<file path="src/design/event_timer_table_defines.svh">
// Assertion macros for the event timer table.
// Used by the top level only; bodies are empty when SYNTHESIS is set.
`ifndef EVENT_TIMER_TABLE_DEFINES_SVH
`define EVENT_TIMER_TABLE_DEFINES_SVH

`ifndef SYNTHESIS
// same-cycle implication on clk, held off during reset
`define ETT_ASSERT_IMP(lbl, ante, cons) \
	lbl: assert property (@(posedge clk) disable iff (!arst_n) (ante) |-> (cons)) \
		else $error("event_timer_table check failed");
// next-cycle implication on clk, held off during reset
`define ETT_ASSERT_NEXT(lbl, ante, cons) \
	lbl: assert property (@(posedge clk) disable iff (!arst_n) (ante) |=> (cons)) \
		else $error("event_timer_table check failed");
`else
`define ETT_ASSERT_IMP(lbl, ante, cons)
`define ETT_ASSERT_NEXT(lbl, ante, cons)
`endif

`endif

</file>
<file path="src/design/ett_pkg.sv">
// Shared types and constants for the event timer table.
// No dependencies; imported by every module of the block.
package ett_pkg;

	localparam int TABLE_DEPTH = 64;
	localparam int TIME_BITS   = 40;
	localparam int ID_BITS     = 8;
	localparam int IDX_BITS    = (TABLE_DEPTH > 1) ? $clog2(TABLE_DEPTH) : 1;
	localparam int CNT_BITS    = $clog2(TABLE_DEPTH + 1);

	localparam logic [IDX_BITS-1:0] LAST_IDX   = IDX_BITS'(TABLE_DEPTH - 1);
	localparam logic [CNT_BITS-1:0] FULL_COUNT = CNT_BITS'(TABLE_DEPTH);

	// operation codes
	localparam logic [1:0] OP_SCHEDULE = 2'd0;
	localparam logic [1:0] OP_REMOVE   = 2'd1;
	localparam logic [1:0] OP_QUERY    = 2'd2;
	localparam logic [1:0] OP_FIRE     = 2'd3;

	// status codes
	localparam logic [1:0] ST_OK        = 2'd0;
	localparam logic [1:0] ST_FULL      = 2'd1;
	localparam logic [1:0] ST_NOT_FOUND = 2'd2;
	localparam logic [1:0] ST_EMPTY     = 2'd3;

	// one table slot as it travels round the ring
	typedef struct packed {
		logic                 valid;
		logic [ID_BITS-1:0]   id;
		logic [TIME_BITS-1:0] ticks;
	} entry_t;

endpackage

</file>
<file path="src/design/ett_cell.sv">
// One slot of the circulating table: valid bit, id and time.
// Depends on ett_pkg for entry_t.
module ett_cell import ett_pkg::*; (
	input  logic   clk,
	input  logic   arst_n,
	input  logic   shift_en,
	input  entry_t d,
	output entry_t q
);

	logic                 valid_q;
	logic [ID_BITS-1:0]   id_q;
	logic [TIME_BITS-1:0] ticks_q;

	// valid bit is cleared by reset
	always_ff @(posedge clk or negedge arst_n) begin
		if (!arst_n) begin
			valid_q <= 1'b0;
		end else if (shift_en) begin
			valid_q <= d.valid;
		end
	end

	// payload needs no reset
	always_ff @(posedge clk) begin
		if (shift_en) begin
			id_q    <= d.id;
			ticks_q <= d.ticks;
		end
	end

	assign q = '{valid: valid_q, id: id_q, ticks: ticks_q};

endmodule

</file>
<file path="src/design/ett_ring.sv">
// Ring of ett_cell slots; cell 0 presents the head, the last cell takes the
// entry written back by the head logic. Depends on ett_pkg and ett_cell.
module ett_ring import ett_pkg::*; (
	input  logic   clk,
	input  logic   arst_n,
	input  logic   shift_en,
	input  entry_t head_in,
	output entry_t head_out
);

	entry_t chain [TABLE_DEPTH];

	// each cell hands its entry one place towards the head per shift
	for (genvar i = 0; i < TABLE_DEPTH; i++) begin : g_cell
		entry_t cell_d;
		if (i == TABLE_DEPTH - 1) begin : g_tail
			assign cell_d = head_in;
		end else begin : g_mid
			assign cell_d = chain[i+1];
		end
		ett_cell u_cell (
			.clk      (clk),
			.arst_n   (arst_n),
			.shift_en (shift_en),
			.d        (cell_d),
			.q        (chain[i])
		);
	end

	assign head_out = chain[0];

endmodule

</file>
<file path="src/design/event_timer_table.sv">
// Event timer table. Each item takes one pass of the slot ring past the head
// comparator (S_SCAN) for schedule, remove, query and fire; a fire that finds
// an entry takes a second pass (S_APPLY) to subtract, then S_FIN loads the
// result register. One item is in work at a time: a new item is taken only in
// S_IDLE, and S_FIN waits while a held result has not yet been taken.
// Reset clears all valid bits and the count at once; there is no clearing pass.
`include "event_timer_table_defines.svh"

module event_timer_table import ett_pkg::*; (
	input  logic                 clk,
	input  logic                 arst_n,
	input  logic                 in_valid,
	output logic                 in_ready,
	input  logic [1:0]           opcode,
	input  logic [ID_BITS-1:0]   event_id,
	input  logic [TIME_BITS-1:0] due_ticks,
	output logic                 out_valid,
	input  logic                 out_ready,
	output logic [1:0]           status,
	output logic [ID_BITS-1:0]   next_id,
	output logic [TIME_BITS-1:0] next_ticks,
	output logic [CNT_BITS-1:0]  pending_count
);

	localparam logic [1:0] S_IDLE  = 2'd0;
	localparam logic [1:0] S_SCAN  = 2'd1;
	localparam logic [1:0] S_APPLY = 2'd2;
	localparam logic [1:0] S_FIN   = 2'd3;

	logic [1:0]           state_q;
	logic [IDX_BITS-1:0]  cnt_q;
	logic [CNT_BITS-1:0]  count_q;
	logic                 found_q;
	logic [1:0]           op_q;
	logic [ID_BITS-1:0]   id_q;
	logic [TIME_BITS-1:0] ticks_q;
	logic [ID_BITS-1:0]   best_id_q;
	logic [TIME_BITS-1:0] best_ticks_q;
	logic [IDX_BITS-1:0]  best_idx_q;

	logic                 out_valid_q;
	logic [1:0]           status_q;
	logic [ID_BITS-1:0]   next_id_q;
	logic [TIME_BITS-1:0] next_ticks_q;
	logic [CNT_BITS-1:0]  pending_q;

	entry_t head_out;
	entry_t head_in;
	logic   shift_en;
	logic   hit;
	logic   accept;
	logic   last;
	logic   search_op;
	logic   out_free;

	logic [1:0]           status_nx;
	logic [CNT_BITS-1:0]  count_nx;

	assign accept    = in_valid && in_ready;
	assign in_ready  = (state_q == S_IDLE);
	assign shift_en  = (state_q == S_SCAN) || (state_q == S_APPLY);
	assign last      = (cnt_q == LAST_IDX);
	assign search_op = (op_q == OP_QUERY) || (op_q == OP_FIRE);
	assign out_free  = !out_valid_q || out_ready;

	ett_ring u_ring (
		.clk      (clk),
		.arst_n   (arst_n),
		.shift_en (shift_en),
		.head_in  (head_in),
		.head_out (head_out)
	);

	// head logic: look at the slot passing the head, write it back modified
	always_comb begin
		head_in = head_out;
		hit     = 1'b0;
		if (state_q == S_SCAN) begin
			case (op_q)
				OP_SCHEDULE: begin
					if (!found_q && !head_out.valid) begin
						head_in.valid = 1'b1;
						head_in.id    = id_q;
						head_in.ticks = ticks_q;
						hit           = 1'b1;
					end
				end
				OP_REMOVE: begin
					if (!found_q && head_out.valid && (head_out.id == id_q)) begin
						head_in.valid = 1'b0;
						hit           = 1'b1;
					end
				end
				default: begin
					// strict less-than keeps the lowest index on a tie
					if (head_out.valid && (!found_q || (head_out.ticks < best_ticks_q))) begin
						hit = 1'b1;
					end
				end
			endcase
		end else if (state_q == S_APPLY) begin
			if (head_out.valid) begin
				head_in.ticks = head_out.ticks - best_ticks_q;
				if (cnt_q == best_idx_q) begin
					head_in.valid = 1'b0;
				end
			end
		end
	end

	// result status and updated count
	always_comb begin
		status_nx = ST_OK;
		count_nx  = count_q;
		case (op_q)
			OP_SCHEDULE: begin
				if (found_q) begin
					count_nx = count_q + CNT_BITS'(1);
				end else begin
					status_nx = ST_FULL;
				end
			end
			OP_REMOVE: begin
				if (found_q) begin
					count_nx = count_q - CNT_BITS'(1);
				end else begin
					status_nx = ST_NOT_FOUND;
				end
			end
			OP_FIRE: begin
				if (found_q) begin
					count_nx = count_q - CNT_BITS'(1);
				end else begin
					status_nx = ST_EMPTY;
				end
			end
			default: begin
				if (!found_q) begin
					status_nx = ST_EMPTY;
				end
			end
		endcase
	end

	// sequencer
	always_ff @(posedge clk or negedge arst_n) begin
		if (!arst_n) begin
			state_q     <= S_IDLE;
			cnt_q       <= '0;
			count_q     <= '0;
			found_q     <= 1'b0;
			out_valid_q <= 1'b0;
		end else begin
			// output register: loaded on finish, emptied when taken
			if ((state_q == S_FIN) && out_free) begin
				out_valid_q <= 1'b1;
			end else if (out_valid_q && out_ready) begin
				out_valid_q <= 1'b0;
			end
			case (state_q)
				S_IDLE: begin
					if (accept) begin
						found_q <= 1'b0;
						cnt_q   <= '0;
						state_q <= S_SCAN;
					end
				end
				S_SCAN: begin
					if (hit) begin
						found_q <= 1'b1;
					end
					cnt_q <= last ? '0 : cnt_q + IDX_BITS'(1);
					if (last) begin
						state_q <= ((op_q == OP_FIRE) && (found_q || hit)) ? S_APPLY : S_FIN;
					end
				end
				S_APPLY: begin
					cnt_q <= last ? '0 : cnt_q + IDX_BITS'(1);
					if (last) begin
						state_q <= S_FIN;
					end
				end
				S_FIN: begin
					if (out_free) begin
						count_q <= count_nx;
						state_q <= S_IDLE;
					end
				end
				default: begin
					state_q <= S_IDLE;
				end
			endcase
		end
	end

	// item capture, running minimum and output payload
	always_ff @(posedge clk) begin
		if (accept) begin
			op_q    <= opcode;
			id_q    <= event_id;
			ticks_q <= due_ticks;
		end
		if ((state_q == S_SCAN) && hit && search_op) begin
			best_id_q    <= head_out.id;
			best_ticks_q <= head_out.ticks;
			best_idx_q   <= cnt_q;
		end
		if ((state_q == S_FIN) && out_free) begin
			status_q     <= status_nx;
			next_id_q    <= (search_op && found_q) ? best_id_q : '0;
			next_ticks_q <= (search_op && found_q) ? best_ticks_q : '0;
			pending_q    <= count_nx;
		end
	end

	assign out_valid     = out_valid_q;
	assign status        = status_q;
	assign next_id       = next_id_q;
	assign next_ticks    = next_ticks_q;
	assign pending_count = pending_q;

	// checks
	`ETT_ASSERT_IMP(a_count_range, 1'b1, count_q <= FULL_COUNT)
	`ETT_ASSERT_NEXT(a_accept_starts_scan, accept, (state_q == S_SCAN) && (cnt_q == '0))
	`ETT_ASSERT_IMP(a_full_means_full, out_valid && (status == ST_FULL), pending_count == FULL_COUNT)
	`ETT_ASSERT_IMP(a_empty_means_empty, out_valid && (status == ST_EMPTY), pending_count == '0)

endmodule
</file>
<file path="config.mk">
export PLATFORM = sky130hd
export DESIGN_NAME = event_timer_table
export DESIGN_NICKNAME = d
export VERILOG_FILES = /design/src/design/ett_pkg.sv /design/src/design/ett_cell.sv /design/src/design/ett_ring.sv /design/src/design/event_timer_table.sv
export VERILOG_INCLUDE_DIRS = /design/src /design/src/design
export SDC_FILE = /design/constraint.sdc
export NUM_CORES = 2
export LEC_CHECK = 0
export BUFFER_PORTS_ARGS = -buffer_cell sky130_fd_sc_hd__buf_2
export CORE_UTILIZATION = 49
export CTS_BUF_LIST = sky130_fd_sc_hd__clkbuf_2
export DETAILED_ROUTE_END_ITERATION = 10
export SLEW_MARGIN = 25
export SYNTH_ARGS = -nofsm -noshare
export SYNTH_HDL_FRONTEND = slang
export SYNTH_HIERARCHICAL = 1
export SYNTH_SLANG_ARGS = --single-unit
</file>
<file path="constraint.sdc">
create_clock -name clk -period 102.4 [get_ports clk]
set_input_delay 20.48 -clock clk [delete_from_list [all_inputs] [get_ports clk]]
set_output_delay 20.48 -clock clk [all_outputs]
set_load 0.005 [all_outputs]
</file>
Yosys cells after proc, flatten, opt, wreduce, memory -nomap -nowiden
Index checks and enable logic that the tools add are counted.
- bits in registers: 3314
- input bits: 54
- output and inout port bits: 59
- word-level logic and storage cells: 294
- $add $sub $neg: 4
- magnitude comparators: 1
- equality and inequality tests: 14
- mux-type cells: 38
- reduce and logical (&&, ||, !) cells: 30
- operators by type and width (kind ; count):
    40-bit 2-to-1 mux ; 3
    49-bit 2-to-1 mux ; 1
    48-bit 2-to-1 mux ; 1
    40-bit less-than comparator ; 1
    40-bit subtractor ; 1
    1-bit 2-to-1 mux ; 15
    7-bit 2-to-1 mux ; 2
    7-bit case mux with 2 select lines ; 1
    2-bit 2-to-1 mux ; 6
    6-bit 2-to-1 mux ; 2
    6-bit case mux with 2 select lines ; 1
    1-bit logical AND ; 11
    2-bit == test (second input constant) ; 4
    8-bit == test ; 1
    8-bit 2-to-1 mux ; 1
    2-bit != test (second input constant) ; 4
    2-bit case mux with 4 select lines ; 1
    7-bit by 1-bit adder with 7-bit output (second input constant) ; 1
    7-bit by 1-bit subtractor with 7-bit output (second input constant) ; 1
    6-bit by 1-bit adder with 6-bit output (second input constant) ; 1
    6-bit == test ; 1
    6-bit == test (second input constant) ; 1
    1-bit case mux with 2 select lines ; 3
    2-bit nonzero test ; 3
    other kinds (10) ; 20

Longest topological paths before layout
- depth in word-level cells: 11
- depth in mapped cells: 12
- gate-level depth less buffers: 12

Modules after synthesis
The synthesis kept the hierarchy.
- modules (own cells, without submodules) (module ; instances ; cells each ; area each (µm²) ; sequential area each (µm²)):
    ett_cell ; 64 ; 51 ; 1488.9 ; 1466.4
    event_timer_table ; 1 ; 990 ; 10221.1 ; 5260.0

Worst setup path after synthesis
No wires, ideal clock.
- path kind: register to register
- start point: register state_q[0]
- end point: register u_ring.g_cell[0].u_cell.valid_q
- setup time: 0.251 ns
- arrival: 71.235 ns
- data required time: 102.149 ns
- setup slack: 30.914 ns
- stages on the path, launching flop included: 4
- path buffers: 0
- clock period less this slack: 71.486 ns
- cells stage by stage: dfrtp_1 -> inv_1 -> ha_1 -> mux2_4
- word-level cells in the longest chain between the ends: 2
- elaborated cells on any way between the ends: 3
- classes of those cells: eq/ne (2); reduce/logical (1)
- RTL lines (what ; RTL line ; RTL):
    start: declaration ; event_timer_table.sv:30 ; logic [1:0] state_q;
    start signal: assignment ; event_timer_table.sv:174 ; state_q <= ((op_q == OP_FIRE) && (found_q || hit)) ? S_APPLY : S_FIN;
    2-bit by 1-bit == test with 1-bit output or 2-bit == test (tied branches) ; event_timer_table.sv:61 ; assign shift_en = (state_q == S_SCAN) || (state_q == S_APPLY);
    1-bit logical OR * ; event_timer_table.sv:61 ;
    via shift_en ; event_timer_table.sv:49 ; logic shift_en;
    end signal: assignment ; ett_cell.sv:20 ; valid_q <= d.valid;
    end: declaration ; ett_cell.sv:11 ; logic valid_q;
The timed path passes the listed nets; every way through them passes the cells marked *.
A chain may end at the register's enable or synchronous reset.

Worst setup path in the final report
- start point: register state_q[0]
- end point: output in_ready
- word-level cells in the longest chain between the ends: 1
- RTL lines (what ; RTL line ; RTL):
    2-bit logical NOT ; event_timer_table.sv:60 ; assign in_ready = (state_q == S_IDLE);
    end: declaration ; event_timer_table.sv:13 ; output logic in_ready,
No other way between the ends.

==> summary.txt <==
Synth
  – Post-Syn Area: 106000 µm²
  – Synth area leader: edfxtp_1
  – Syn nets: 4356
  – Seq cells post-synth: 3314
  – Netlist cell types: 69
  – Async SR Flop Fraction: 2.44%
  – YS warnings: 6
  – Register area share after synthesis: 93.9%
  – Most used DFF post-synth: edfxtp_1
  – Post-synth top area share: 92.0%
  – Cell count after synthesis: 4254
  – Post-synth EDFFs: 3233
  – Count leader, synth: edfxtp_1
  – Commonest cells post-synth: 3233 x edfxtp_1, 134 x nand2_1, 81 x dfrtp_1
  – Top cells by area, synth: edfxtp_1 92%, dfrtp_1 1.9%, mux2_4 0.91%
  – Avg Inst Size Synth: 24.8 µm²

Die
  – Core ar.: 213000 µm²
  – Die height: 466 µm
  – Initial Util: 49.6%
  – Die Span X: 466 µm
  – Boundary pin count: 113
  – Die area: 217000 µm²
  – Row Count: 169

Setup path
  – Setup Crit Path Kind: flop to primary output
  – Worst Setup End Kind: primary output
  – Worst reg2reg path depth: 9
  – CP Data Arrival Time: 2.82 ns
  – Reg2Reg Setup Slack: 95.74 ns
  – Crit path largest cell delay: 0.45 ns
  – Critical path's top delay family: flip-flops
  – Critical Path Slowest Stage Cell: dfrtp_1
  – Reg-to-Reg Start: state_q[0]
  – Reg2reg end: u_ring/g_cell[20].u_cell/ticks_q[17]
  – Required time of the critical path: 81.92 ns
  – Crit-path max FO: 12
  – Crit-path cells: inv_1 > ha_4 > buf_2
  – Critical Path Source Type: flop
  – Worst path bufs/invs: 2

Timing
  – Tmin final: 23.30 ns
  – Max-slew violations: 0
  – Peak Freq: 42.9 MHz
  – Fin worst setup slack: 79.10 ns
  – Actual slew at the worst max-slew pin: 1.18 ns
  – Max_slew headroom: 21.3%
  – Setup TNS: 0 ns
  – Final Hold Viols: 0
  – Tcrit/Tclk final: 22.7%
  – Hold WS: 0.312 ns
  – Setup Viol. Count Final: 0
  – Clock skew: 0.161 ns
  – RSZ-0062 raised after global routing: no

Finish
  – Layout cell share with drive strength beyond 1: 25.6%
  – Layout Cells excl Fill: 8483
  – Post-layout instance area: 116000 µm²
  – Net count reported at finish: 5165
  – Layout area overhead: 10.2%
  – Fillers: 16.1k
  – Post-layout util: 54.6%

Placement
  – GP Congestion: 0.806
  – DP Worst Slack: 79.91 ns
  – Placed Cells: 7098
  – Detailed placement HPWL: 76.4 mm
  – DP Area: 109000 µm²
  – Port Buf Inserts: 112

Clock network
  – Clock-pin slew on the worst setup and hold paths: 0.11 ns
  – Clk_lat worst skew: 1.88 ns
  – CTS Buffer Depth: 4
  – Setup Buffers After CTS: 0
  – Post-CTS Hold Fix Bufs: 0
  – Clk sinks: 3314
  – CTS root buf: clkbuf_2
  – # resized after CTS: 0
  – CTS H-tree depth: 6
  – Number of buffers created by CTS: 780
  – CTS tree: built

Routing
  – Vias per cell: 4.88
  – DR iter-0 viols: 3567
  – Routed vias: 41.4k
  – DRC viols: 0
  – TritonRoute pass-1 iters: 5
  – Average wire per standard cell: 18.4 µm
  – Final WL: 156 mm
  – Final antenna-violating net count: 0

Worst hold path
  – Hold depth: 0
  – Hold Path Class: flop to flop
  – Worst Hold End: u_ring/g_cell[4].u_cell/ticks_q[28]
  – Hold_sp: u_ring/g_cell[5].u_cell/ticks_q[28]

GRT
  – Grt peak-use layer: met1
  – Number of global-route vias before repair: 41.7k
  – GRT Total Usage: 14.5%
  – GR Util met1: 21.5%
  – Initial antenna violation count: 11
  – Largest net degree at the start of global routing: 217
  – Routing usage on met3: 4.33%
  – First-pass GRT wire length: 241 mm
  – Gr ovfl total: 0
  – Met2 GRT Util: 19.4%

Power and ir drop
  – LEAKAGE: 41.5 nW
  – Pwr/cell area: 37.5 nW/µm²
  – VDD IR-drop max: 0.0417 mV
  – Total Power: 4.36 mW

Outcome
  – Outcome: complete, no violations

Job
  – MaxCap Viol Count: 0
==> final cells by class <==
class / count / area (µm²) / area share [%]
clock buffer: 1148 / 5750 / 4.94
clock inverter: 226 / 1080 / 0.929
timing repair buffer: 151 / 1090 / 0.937
tap: 2821 / 3530 / 3.03
sequential: 3314 / 99100 / 85.2
multi-input combinational: 762 / 5530 / 4.76
inverter: 54 / 204 / 0.175
antenna: 7 / 17.5 / 0.0151
==> kinds of logic (layout without fill, tap and decap cells) <==
group / count (synthesis) / in the layout / share of synthesized area, %
AOI/OAI and AO/OA: 241 / 241 / 1.53
xor gates and xnor gates: 55 / 55 / 0.457
adders and majority gates: 48 / 48 / 0.576
buffers and inverters: 178 / 1579 / 0.872
DFF: 3314 / 3314 / 93.9
muxes: 83 / 83 / 1.11
other: 0 / 7 / 0
and+or+nand+nor: 335 / 335 / 1.52
==> report_power, final <==
group	leakage (nW)	internal [mW]	switching, mW	total (mW)
clock	5.29	0.314	0.493	0.807
combinational	3.54	0.111	0.552	0.663
sequential	32.7	2.66	0.223	2.89
==> layer usage <==
layer | vias to the layer above | wire length [µm]
met5 | - | 27
met4 | 4 | 5110
met3 | 301 | 8720
met2 | 1124 | 68100
met1 | 21000 | 74300
li1 | 19000 | -
==> worst register-to-register path, delay by kind of cell, from the launching register on <==
family	cells	cell delay, ns
buffers and inverters	8	5.04
adders and majority gates	1	0.73
DFF	1	0.45
==> sequential cells by signal, indices dropped and copies added (netlist names), 2 cells and up <==
signal,cells
best_id_q,8
best_idx_q,6
best_ticks_q,40
cnt_q,6
count_q,7
id_q,8
next_id,8
next_ticks,40
op_q,2
pending_count,7
state_q,2
status,2
ticks_q,40
u_ring/g_cell.u_cell/id_q,512
u_ring/g_cell.u_cell/ticks_q,2560
u_ring/g_cell.u_cell/valid_q,64
==> how the worst max path moves through the flow <==
stage	from	end	slack, ns	cells after the start
CTS	state_q[1]	in_ready	78.71	3
global route	state_q[0]	in_ready	78.76	3
detailed placement	out_ready	count_q[6]	79.91	7
global placement	out_ready	count_q[6]	80.00	7
floorplan	state_q[0]	u_ring/g_cell[0].u_cell/valid_q	30.91	3
finish	state_q[0]	in_ready	79.10	3
==> cells in the final DEF, fill, tap and decap left out, types with 7 or more instances in the layout <==
cell      count
edfxtp_1   3233
clkbuf_2   1148
clkinv_1    177
nand2_1     133
buf_2       111
dfrtp_1      80
mux2_4       64
a21oi_1      56
nor2_1       55
inv_1        53
and3_1       50
ha_1         45
o21ai_0      36
xor2_1       30
a211oi_1     27
a31oi_1      26
a21o_1       25
clkinv_2     25
xnor2_1      24
nand3_1      19
buf_4        16
mux2_2       14
nor3_1       13
nand4_1      13
nand2b_1     11
buf_6        11
a32oi_1      10
inv_2         9
buf_12        9
o221ai_1      8
diode_2       7
and2_1        7
o21ai_1       7
o21bai_1      7
Note: power is estimated with default switching activity, not from simulation.
